`src/hdl/lstk_pkg.sv`:
```
// ---------------------------------------------------------------------------
// lstk_pkg: shared definitions for the LIFO stack with indexed access
// Widths, operation and status codes, and the command passed from the
// front end to the execution back end.
// ---------------------------------------------------------------------------
`timescale 1ns / 1ps
`default_nettype none

package lstk_pkg;

   // Number of words the stack holds (legal range 1 to 64).
   localparam int DEPTH       = 8;
   localparam int DATA_W      = 32;
   localparam int OP_W        = 3;
   localparam int DEPTH_IDX_W = 7;
   localparam int STATUS_W    = 2;
   // Entry count must hold DEPTH itself.
   localparam int CNT_W       = $clog2(DEPTH + 1);
   localparam int ADDR_W      = (DEPTH > 1) ? $clog2(DEPTH) : 1;

   typedef enum logic [OP_W-1:0] {
      OP_PUSH   = 3'd0,
      OP_POP    = 3'd1,
      OP_PEEK   = 3'd2,
      OP_CHANGE = 3'd3,
      OP_DUMP   = 3'd4
   } op_type;

   typedef enum logic [STATUS_W-1:0] {
      ST_OK    = 2'd0,
      ST_FULL  = 2'd1,
      ST_EMPTY = 2'd2,
      ST_RANGE = 2'd3
   } status_type;

   // One classified request waiting for execution.
   typedef struct packed {
      op_type                   op;
      logic signed [DATA_W-1:0] value;
      logic [DEPTH_IDX_W-1:0]   depth;
      logic                     depth_zero;
   } cmd_type;

endpackage

`default_nettype wire

```
`src/hdl/lstk_front.sv`:
```
// ---------------------------------------------------------------------------
// lstk_front: request intake and command queue
// Accepts requests, drops unused operation codes, classifies the rest and
// holds them in a two-entry queue for the execution back end.
// ---------------------------------------------------------------------------
`timescale 1ns / 1ps
`default_nettype none

module lstk_front
   import lstk_pkg::*;
(
   input  wire logic                     clock,
   input  wire logic                     reset,
   input  wire logic                     req_valid,
   output logic                          req_stall,
   input  wire logic [OP_W-1:0]          req_op,
   input  wire logic signed [DATA_W-1:0] req_write_value,
   input  wire logic [DEPTH_IDX_W-1:0]   req_depth_index,
   output logic                          cmd_valid,
   output cmd_type                       cmd,
   input  wire logic                     cmd_pop
);

   cmd_type    slot_ff [2];
   logic       wr_ptr_ff, wr_ptr_in;
   logic       rd_ptr_ff, rd_ptr_in;
   logic [1:0] fill_ff, fill_in;
   cmd_type    cmd_new;
   logic       op_known;
   logic       enq;

   // Classify the incoming request.
   always_comb begin
      op_known = 1'b0;
      unique case (req_op)
         OP_PUSH, OP_POP, OP_PEEK, OP_CHANGE, OP_DUMP: op_known = 1'b1;
         default:                                      op_known = 1'b0;
      endcase
      cmd_new.op         = op_type'(req_op);
      cmd_new.value      = req_write_value;
      cmd_new.depth      = req_depth_index;
      cmd_new.depth_zero = (req_depth_index == '0);
   end

   // The queue stalls the request side only when both slots are taken.
   assign req_stall = (fill_ff == 2'd2);
   assign enq       = req_valid && !req_stall && op_known;
   assign cmd_valid = (fill_ff != 2'd0);
   assign cmd       = slot_ff[rd_ptr_ff];

   // Queue pointer and fill bookkeeping.
   always_comb begin
      wr_ptr_in = enq ? ~wr_ptr_ff : wr_ptr_ff;
      rd_ptr_in = cmd_pop ? ~rd_ptr_ff : rd_ptr_ff;
      fill_in   = fill_ff + {1'b0, enq} - {1'b0, cmd_pop};
   end

   always_ff @(posedge clock) begin
      if (reset) begin
         wr_ptr_ff <= 1'b0;
         rd_ptr_ff <= 1'b0;
         fill_ff   <= 2'd0;
      end else begin
         wr_ptr_ff <= wr_ptr_in;
         rd_ptr_ff <= rd_ptr_in;
         fill_ff   <= fill_in;
      end
   end

   // Slot storage needs no reset.
   always_ff @(posedge clock) begin
      if (enq) begin
         slot_ff[wr_ptr_ff] <= cmd_new;
      end
   end

endmodule

`default_nettype wire

```
`src/hdl/lstk_back.sv`:
```
// ---------------------------------------------------------------------------
// lstk_back: stack execution engine
// Owns the stack memory and entry count, carries out each command and
// drives the registered response channel.
// ---------------------------------------------------------------------------
`timescale 1ns / 1ps
`default_nettype none

module lstk_back
   import lstk_pkg::*;
(
   input  wire logic                cmd_valid,
   input  wire cmd_type             cmd,
   output logic                     cmd_pop,
   input  wire logic                clock,
   input  wire logic                reset,
   output logic                     rsp_valid,
   input  wire logic                rsp_stall,
   output logic [STATUS_W-1:0]      rsp_status,
   output logic signed [DATA_W-1:0] rsp_read_value,
   output logic                     rsp_last
);

   typedef enum logic {
      S_IDLE,
      S_WAIT
   } state_type;

   state_type                state_ff, state_in;
   logic [CNT_W-1:0]         count_ff, count_in;
   logic [ADDR_W-1:0]        ptr_ff, ptr_in;
   logic                     last_ff, last_in;
   logic                     dump_ff, dump_in;
   logic                     rsp_valid_ff, rsp_valid_in;
   status_type               rsp_status_ff, rsp_status_in;
   logic signed [DATA_W-1:0] rsp_value_ff, rsp_value_in;
   logic                     rsp_last_ff, rsp_last_in;

   logic signed [DATA_W-1:0] mem [DEPTH];
   logic signed [DATA_W-1:0] rdata_ff;
   logic                     wr_en, rd_en;
   logic [ADDR_W-1:0]        waddr, raddr;
   logic signed [DATA_W-1:0] wdata;

   logic                     out_free;
   logic                     depth_bad;
   logic [ADDR_W-1:0]        pos;
   logic [ADDR_W-1:0]        top;
   logic [ADDR_W-1:0]        ptr_next;

   assign out_free  = !rsp_valid_ff || !rsp_stall;
   assign depth_bad = cmd.depth_zero || (cmd.depth > DEPTH_IDX_W'(count_ff));
   assign pos       = ADDR_W'(DEPTH_IDX_W'(count_ff) - cmd.depth);
   assign top       = ADDR_W'(count_ff - 1'b1);
   assign ptr_next  = ptr_ff - 1'b1;

   // Command execution and response loading.
   always_comb begin
      state_in      = state_ff;
      count_in      = count_ff;
      ptr_in        = ptr_ff;
      last_in       = last_ff;
      dump_in       = dump_ff;
      rsp_valid_in  = rsp_valid_ff && rsp_stall;
      rsp_status_in = rsp_status_ff;
      rsp_value_in  = rsp_value_ff;
      rsp_last_in   = rsp_last_ff;
      wr_en         = 1'b0;
      waddr         = '0;
      wdata         = cmd.value;
      rd_en         = 1'b0;
      raddr         = '0;
      cmd_pop       = 1'b0;

      unique case (state_ff)
         S_IDLE: begin
            if (cmd_valid && out_free) begin
               cmd_pop     = 1'b1;
               rsp_last_in = 1'b1;
               unique case (cmd.op)
                  OP_PUSH: begin
                     rsp_valid_in = 1'b1;
                     if (count_ff == CNT_W'(DEPTH)) begin
                        rsp_status_in = ST_FULL;
                        rsp_value_in  = '0;
                     end else begin
                        wr_en         = 1'b1;
                        waddr         = ADDR_W'(count_ff);
                        count_in      = count_ff + 1'b1;
                        rsp_status_in = ST_OK;
                        rsp_value_in  = cmd.value;
                     end
                  end
                  OP_POP: begin
                     if (count_ff == '0) begin
                        rsp_valid_in  = 1'b1;
                        rsp_status_in = ST_EMPTY;
                        rsp_value_in  = '0;
                     end else begin
                        rd_en    = 1'b1;
                        raddr    = top;
                        count_in = count_ff - 1'b1;
                        last_in  = 1'b1;
                        dump_in  = 1'b0;
                        state_in = S_WAIT;
                     end
                  end
                  OP_PEEK: begin
                     if (depth_bad) begin
                        rsp_valid_in  = 1'b1;
                        rsp_status_in = ST_RANGE;
                        rsp_value_in  = '0;
                     end else begin
                        rd_en    = 1'b1;
                        raddr    = pos;
                        last_in  = 1'b1;
                        dump_in  = 1'b0;
                        state_in = S_WAIT;
                     end
                  end
                  OP_CHANGE: begin
                     rsp_valid_in = 1'b1;
                     if (depth_bad) begin
                        rsp_status_in = ST_RANGE;
                        rsp_value_in  = '0;
                     end else begin
                        wr_en         = 1'b1;
                        waddr         = pos;
                        rsp_status_in = ST_OK;
                        rsp_value_in  = cmd.value;
                     end
                  end
                  OP_DUMP: begin
                     if (count_ff == '0) begin
                        rsp_valid_in  = 1'b1;
                        rsp_status_in = ST_EMPTY;
                        rsp_value_in  = '0;
                     end else begin
                        rd_en    = 1'b1;
                        raddr    = top;
                        ptr_in   = top;
                        last_in  = (top == '0);
                        dump_in  = 1'b1;
                        state_in = S_WAIT;
                     end
                  end
                  default: begin
                     rsp_valid_in = 1'b0;
                  end
               endcase
            end
         end
         S_WAIT: begin
            // Read data is ready; emit it and fetch the next entry of a dump.
            if (out_free) begin
               rsp_valid_in  = 1'b1;
               rsp_status_in = ST_OK;
               rsp_value_in  = rdata_ff;
               rsp_last_in   = last_ff;
               if (dump_ff && !last_ff) begin
                  rd_en   = 1'b1;
                  raddr   = ptr_next;
                  ptr_in  = ptr_next;
                  last_in = (ptr_next == '0);
               end else begin
                  state_in = S_IDLE;
               end
            end
         end
         default: begin
            state_in = S_IDLE;
         end
      endcase
   end

   // Control state with reset; payload registers follow without.
   always_ff @(posedge clock) begin
      if (reset) begin
         state_ff     <= S_IDLE;
         count_ff     <= '0;
         rsp_valid_ff <= 1'b0;
      end else begin
         state_ff     <= state_in;
         count_ff     <= count_in;
         rsp_valid_ff <= rsp_valid_in;
      end
      ptr_ff        <= ptr_in;
      last_ff       <= last_in;
      dump_ff       <= dump_in;
      rsp_status_ff <= rsp_status_in;
      rsp_value_ff  <= rsp_value_in;
      rsp_last_ff   <= rsp_last_in;
   end

   // Stack memory with registered read.
   always_ff @(posedge clock) begin
      if (wr_en) begin
         mem[waddr] <= wdata;
      end
      if (rd_en) begin
         rdata_ff <= mem[raddr];
      end
   end

   assign rsp_valid      = rsp_valid_ff;
   assign rsp_status     = rsp_status_ff;
   assign rsp_read_value = rsp_value_ff;
   assign rsp_last       = rsp_last_ff;

`ifndef SYNTHESIS
   // The entry count never passes the stack depth.
   a_count_bound : assert property (@(posedge clock) disable iff (reset)
      count_ff <= CNT_W'(DEPTH))
      else $error("entry count exceeds stack depth");

   // Any error response carries a zero value and ends its request.
   a_error_shape : assert property (@(posedge clock) disable iff (reset)
      (rsp_valid_ff && rsp_status_ff != ST_OK) |-> (rsp_value_ff == '0 && rsp_last_ff))
      else $error("error response with non-zero value or without last");

   // While a read is outstanding the entry count holds.
   a_count_hold : assert property (@(posedge clock) disable iff (reset)
      (state_ff == S_WAIT) |=> $stable(count_ff))
      else $error("entry count changed during a read");

   // A new command is taken only when the response register can load.
   a_pop_free : assert property (@(posedge clock) disable iff (reset)
      cmd_pop |-> (state_ff == S_IDLE && out_free && cmd_valid))
      else $error("command taken while response path busy");
`endif

endmodule

`default_nettype wire

```
`src/hdl/lifo_stack_with_indexed_access.sv`:
```
// Request path: push, change and error results pass through the command queue
// and the response register; pop and peek also pass the registered memory read.
// Throughput without rsp_stall: push and change one request per cycle; pop and peek
// hold off the next request until their read returns; dump one response per cycle.
// Reset: synchronous; the stack is empty afterwards and no clearing pass runs.
// ---------------------------------------------------------------------------
// lifo_stack_with_indexed_access: bounded LIFO stack top level
// Front end queues classified requests; back end executes them against the
// stack memory and returns one or more responses per classified request.
// ---------------------------------------------------------------------------
`timescale 1ns / 1ps
`default_nettype none

module lifo_stack_with_indexed_access
   import lstk_pkg::*;
(
   input  wire logic                     clock,
   input  wire logic                     reset,
   input  wire logic                     req_valid,
   output logic                          req_stall,
   input  wire logic [OP_W-1:0]          req_op,
   input  wire logic signed [DATA_W-1:0] req_write_value,
   input  wire logic [DEPTH_IDX_W-1:0]   req_depth_index,
   output logic                          rsp_valid,
   input  wire logic                     rsp_stall,
   output logic [STATUS_W-1:0]           rsp_status,
   output logic signed [DATA_W-1:0]      rsp_read_value,
   output logic                          rsp_last
);

   logic    cmd_valid;
   cmd_type cmd;
   logic    cmd_pop;

   // Request intake and queue.
   lstk_front u_front (
      .clock           (clock),
      .reset           (reset),
      .req_valid       (req_valid),
      .req_stall       (req_stall),
      .req_op          (req_op),
      .req_write_value (req_write_value),
      .req_depth_index (req_depth_index),
      .cmd_valid       (cmd_valid),
      .cmd             (cmd),
      .cmd_pop         (cmd_pop)
   );

   // Execution against the stack.
   lstk_back u_back (
      .cmd_valid      (cmd_valid),
      .cmd            (cmd),
      .cmd_pop        (cmd_pop),
      .clock          (clock),
      .reset          (reset),
      .rsp_valid      (rsp_valid),
      .rsp_stall      (rsp_stall),
      .rsp_status     (rsp_status),
      .rsp_read_value (rsp_read_value),
      .rsp_last       (rsp_last)
   );

endmodule

`default_nettype wire
```
`config.mk`:
```
export PLATFORM = sky130hd
export DESIGN_NAME = lifo_stack_with_indexed_access
export DESIGN_NICKNAME = d
export VERILOG_FILES = /design/src/hdl/lstk_pkg.sv /design/src/hdl/lstk_front.sv /design/src/hdl/lstk_back.sv /design/src/hdl/lifo_stack_with_indexed_access.sv
export SDC_FILE = /design/constraint.sdc
export NUM_CORES = 1
export LEC_CHECK = 0
export BUFFER_PORTS_ARGS = -buffer_cell sky130_fd_sc_hd__buf_2
export CORE_MARGIN = 2
export CORE_UTILIZATION = 39
export CTS_BUF_LIST = sky130_fd_sc_hd__clkbuf_4 sky130_fd_sc_hd__clkbuf_8
export CTS_CLUSTER_DIAMETER = 50
export DETAILED_ROUTE_END_ITERATION = 8
export PLACE_DENSITY = 0.57
export SLEW_MARGIN = 0
export SYNTH_ARGS = -nofsm -noshare
export SYNTH_HDL_FRONTEND = slang
export SYNTH_HIERARCHICAL = 1
export SYNTH_SLANG_ARGS = --single-unit
```
`constraint.sdc`:
```
create_clock -name clock -period 6.35 [get_ports clock]
set_input_delay 1.27 -clock clock [delete_from_list [all_inputs] [get_ports clock]]
set_output_delay 1.27 -clock clock [all_outputs]
set_load 0.005 [all_outputs]
```
==> flow_metrics.env <==
export IMPL_cp_arrival_ns=4.65
export IMPL_area_growth_synth_to_final_pct=14.6
export IMPL_htree_levels=3
export IMPL_start_util_pct=39.6
export IMPL_rows=76
export IMPL_min_period_ns=4.46
export IMPL_globalplace_congestion=0.749
export IMPL_multi_input_area_um2=4180
export IMPL_yosys_area_top_type="edfxtp_1"
export IMPL_crit_path_end_kind="flop"
export IMPL_track_usage_pct=15.4
export IMPL_cpMostUsedCell="a211oi_1"
export IMPL_crit_buf_inv=0
export IMPL_cts_buffer_depth=3
export IMPL_cts_resized=0
export IMPL_antenna_left=0
export IMPL_placed_area_um2=18200
export IMPL_die_y_um=213
export IMPL_numClockSinks=425
export IMPL_hold_viol=0
export IMPL_routedWlPerCell_um=20.3
export IMPL_yosysWarnings=6
export IMPL_critPathSlowestCell="dfxtp_2"
export IMPL_seqCellArea_um2=12700
export IMPL_design_area_um2=19600
export IMPL_hpwl_um=19400
export IMPL_crit_chain="mux2_2 -> ha_1 -> a211oi_1 -> o21ai_1 -> a211oi_1 -> o2bb2ai_1 -> nand3_1 -> or2_2 -> nor2_4"
export IMPL_insertion_delay_ns=0.61
export IMPL_grt_pass1_wl_um=52300
export IMPL_worst_slew_pin_slew_ns=1.32
export IMPL_drv_slew=0
export IMPL_finalSetupViolCount=0
export IMPL_path_class="reg2reg"
export IMPL_hold_buffers=0
export IMPL_post_drt_via_cell_ratio=5.01
export IMPL_hold_end="u_back/rsp_last"
export IMPL_grt_overflow=0
export IMPL_dr_total_vias=8485
export IMPL_whs_path_depth=1
export IMPL_hp_class="reg2reg"
export IMPL_synth_seq_cells=425
export IMPL_critPathMaxFanout=32
export IMPL_rsz0062_at_grt="false"
export IMPL_drc_errors=0
export IMPL_async_flop_share_pct=0
export IMPL_ff2ff_path_depth=9
export IMPL_synth_cell_types=58
export IMPL_port_buffers=82
export IMPL_cts_buffers=71
export IMPL_synth_edf_count=414
export IMPL_drtIter0Drc=475
export IMPL_grt_max_degree=158
export IMPL_dr_pass1_iters=4
export IMPL_p_leak_nw=7.15
export IMPL_synth_area_leaders="edfxtp_1, mux2i_1, a211oi_2, a22o_1, mux2_2"
export IMPL_dieArea_um2=45600
export IMPL_clk_pin_slew_ns=0.06
export IMPL_critPathLaunchType="flop"
export IMPL_relSlewSlack_pct=12.1
export IMPL_worstHoldStart="u_back/state_ff"
export IMPL_cts_tree="done"
export IMPL_nNetsFinal=1123
export IMPL_final_common_cell="edfxtp_1"
export IMPL_crit_family="simple AND/OR/NAND/NOR gates"
export IMPL_die_width_um=213
export IMPL_ys_seq_area_share_pct=74.0
export IMPL_rr_endpoint="u_back/mem[6][7]"
export IMPL_synth_top_area_share_pct=72.7
export IMPL_synth_top_flop_cell="edfxtp_1"
export IMPL_synth_fp_nets=996
export IMPL_fillCellCount=3780
export IMPL_core_area_um2=43200
export IMPL_diodes=0
export IMPL_antenna_found_initial=0
export IMPL_syn_area_um2=17100
export IMPL_finalSetupTns_ns=0
export IMPL_grt_pass1_vias=8920
export IMPL_syn_avg_cell_area_um2=18.3
export IMPL_io_pins=83
export IMPL_critPathMaxStageDelay_ns=0.83
export IMPL_peakVddDrop_mv=0.163
export IMPL_layout_common_cells="edfxtp_1, mux2i_1, buf_2, clkbuf_8, a22o_1"
export IMPL_drive_gt1_share_pct=31.8
export IMPL_post_cts_buffers=0
export IMPL_max_cap_violations=0
export IMPL_pwr_density_cell_nw_per_um2=369
export IMPL_clock_fmax_ghz=0.224
export IMPL_status="completed"
export IMPL_timing_final_crit_share_pct=70.2
export IMPL_fin_skew_ns=0.0342
export IMPL_cts_root_buf="clkbuf_8"
export IMPL_wirelength_um=34400
export IMPL_worstPathRequired_ns=6.55
export IMPL_syn_inst=935
export IMPL_r2r_setup_slack_ns=1.89
[cell type report]
type	count	area share [%]
timing repair buffer	101	2.89
clock buffer	95	6.03
multi-input combinational	445	21.3
sequential	425	64.6
tap	585	3.73
inverter	18	0.345
clock inverter	24	1.12
[where the power goes]
group          leakage (nW)  switching (mW)  internal, mW
Clock                 0.734            1.05          1.37
Combinational          2.57           0.754         0.455
Sequential             3.85          0.0939          3.51
[worst reg2reg max path: cells and delay by family, from the launching register on]
| kind | cells | cell delay, ns |
|---|---|---|
| AND/OR/NAND/NOR | 3 | 1.35 |
| multiplexers | 1 | 0.41 |
| adder cells (fa/ha/maj) | 1 | 0.34 |
| AO/OA/AOI/OAI | 4 | 1.09 |
| flip-flops | 1 | 0.83 |
[cell families (layout without fill, tap and decap cells)]
| kind of cell | after synthesis | after routing | synth area share (%) |
|---|---|---|---|
| DFF | 425 | 425 | 74.0 |
| AOI/OAI and AO/OA | 166 | 166 | 9.65 |
| muxes | 147 | 147 | 8.93 |
| and+or+nand+nor | 108 | 108 | 3.56 |
| buffers and inverters | 65 | 238 | 2.30 |
| adders and majority gates | 15 | 15 | 1.14 |
| xor gates and xnor gates | 9 | 9 | 0.461 |
[cells in the mapped netlist, types with 2 or more instances]
cell        n
a211oi_2   60
o21ai_0     3
xor2_1      5
dfxtp_1    11
a41oi_2     2
a21oi_1     8
edfxtp_1  414
a21oi_2     2
o32ai_2     3
nand2b_1    7
clkbuf_1    7
a22oi_1     4
nor4_1      2
o211ai_1    2
xnor2_1     4
a22o_1     63
buf_2      20
nand3_1     3
nand2_1     8
or3_1       2
nor3_1      4
or2_2       3
o21ai_1     2
buf_4       7
or4_1       2
a211oi_1    5
buf_6      13
and2_1      2
nor2b_1    32
ha_1       14
mux2_2     44
mux2i_1   102
nor2_1     33
inv_1      18
[worst max-delay path by stage]
stage | cells after the start | to | startpoint
final | 9 | u_back/mem[6][7] | flop
after global routing | 9 | u_back/mem[6][7] | flop
after CTS | 9 | u_back/mem[6][7] | flop
after detailed placement | 9 | u_back/mem[6][14] | flop
after global placement | 9 | u_back/rdata_ff[29] | flop
after floorplan | 10 | u_back/rsp_read_value[0] | flop
[metrics by stage]
stage | util (%) | total power, mW | worst slack (ns) | hold WS [ns] | std cells
6_report | 45.4 | 7.23 | 1.89 | 0.502 | 1693
5_1_grt | 45.4 | 7.57 | 1.58 | 0.521 | 1693
4_1_cts | 45.4 | 7.34 | 1.80 | 0.509 | 1693
3_5_place_dp | 42.2 | 4.90 | 1.84 | 0.492 | 1574
3_3_place_gp | 42.2 | 4.88 | 2.01 | 0.491 | 1574
2_1_floorplan | - | 4.45 | 1.34 | 0.481 | 935
[state kept, by name, indices dropped and copies added, names as in the netlist, named ones only]
register and flops:
u_back/rsp_valid 1, u_front/rd_ptr_ff 1, u_front/wr_ptr_ff 1, u_back/ptr_ff 3
u_back/mem 256, u_back/dump_ff 1, u_back/count_ff 4, u_back/rsp_last 1
u_back/rsp_status 2, u_back/rsp_read_value 32, u_back/rdata_ff 32, u_front/slot_ff 86
u_back/last_ff 1, u_front/fill_ff 2, u_back/state_ff 1
[metal layers]
layer  up-vias  GRT usage (%)  wire (um)
li1       3970              -          -
met1      4282           20.4      15600
met2       181           25.4      16700
met3        52           2.97       1380
met4         0           5.60        708
met5         -              0          0
(Power assumes the default switching activity.)
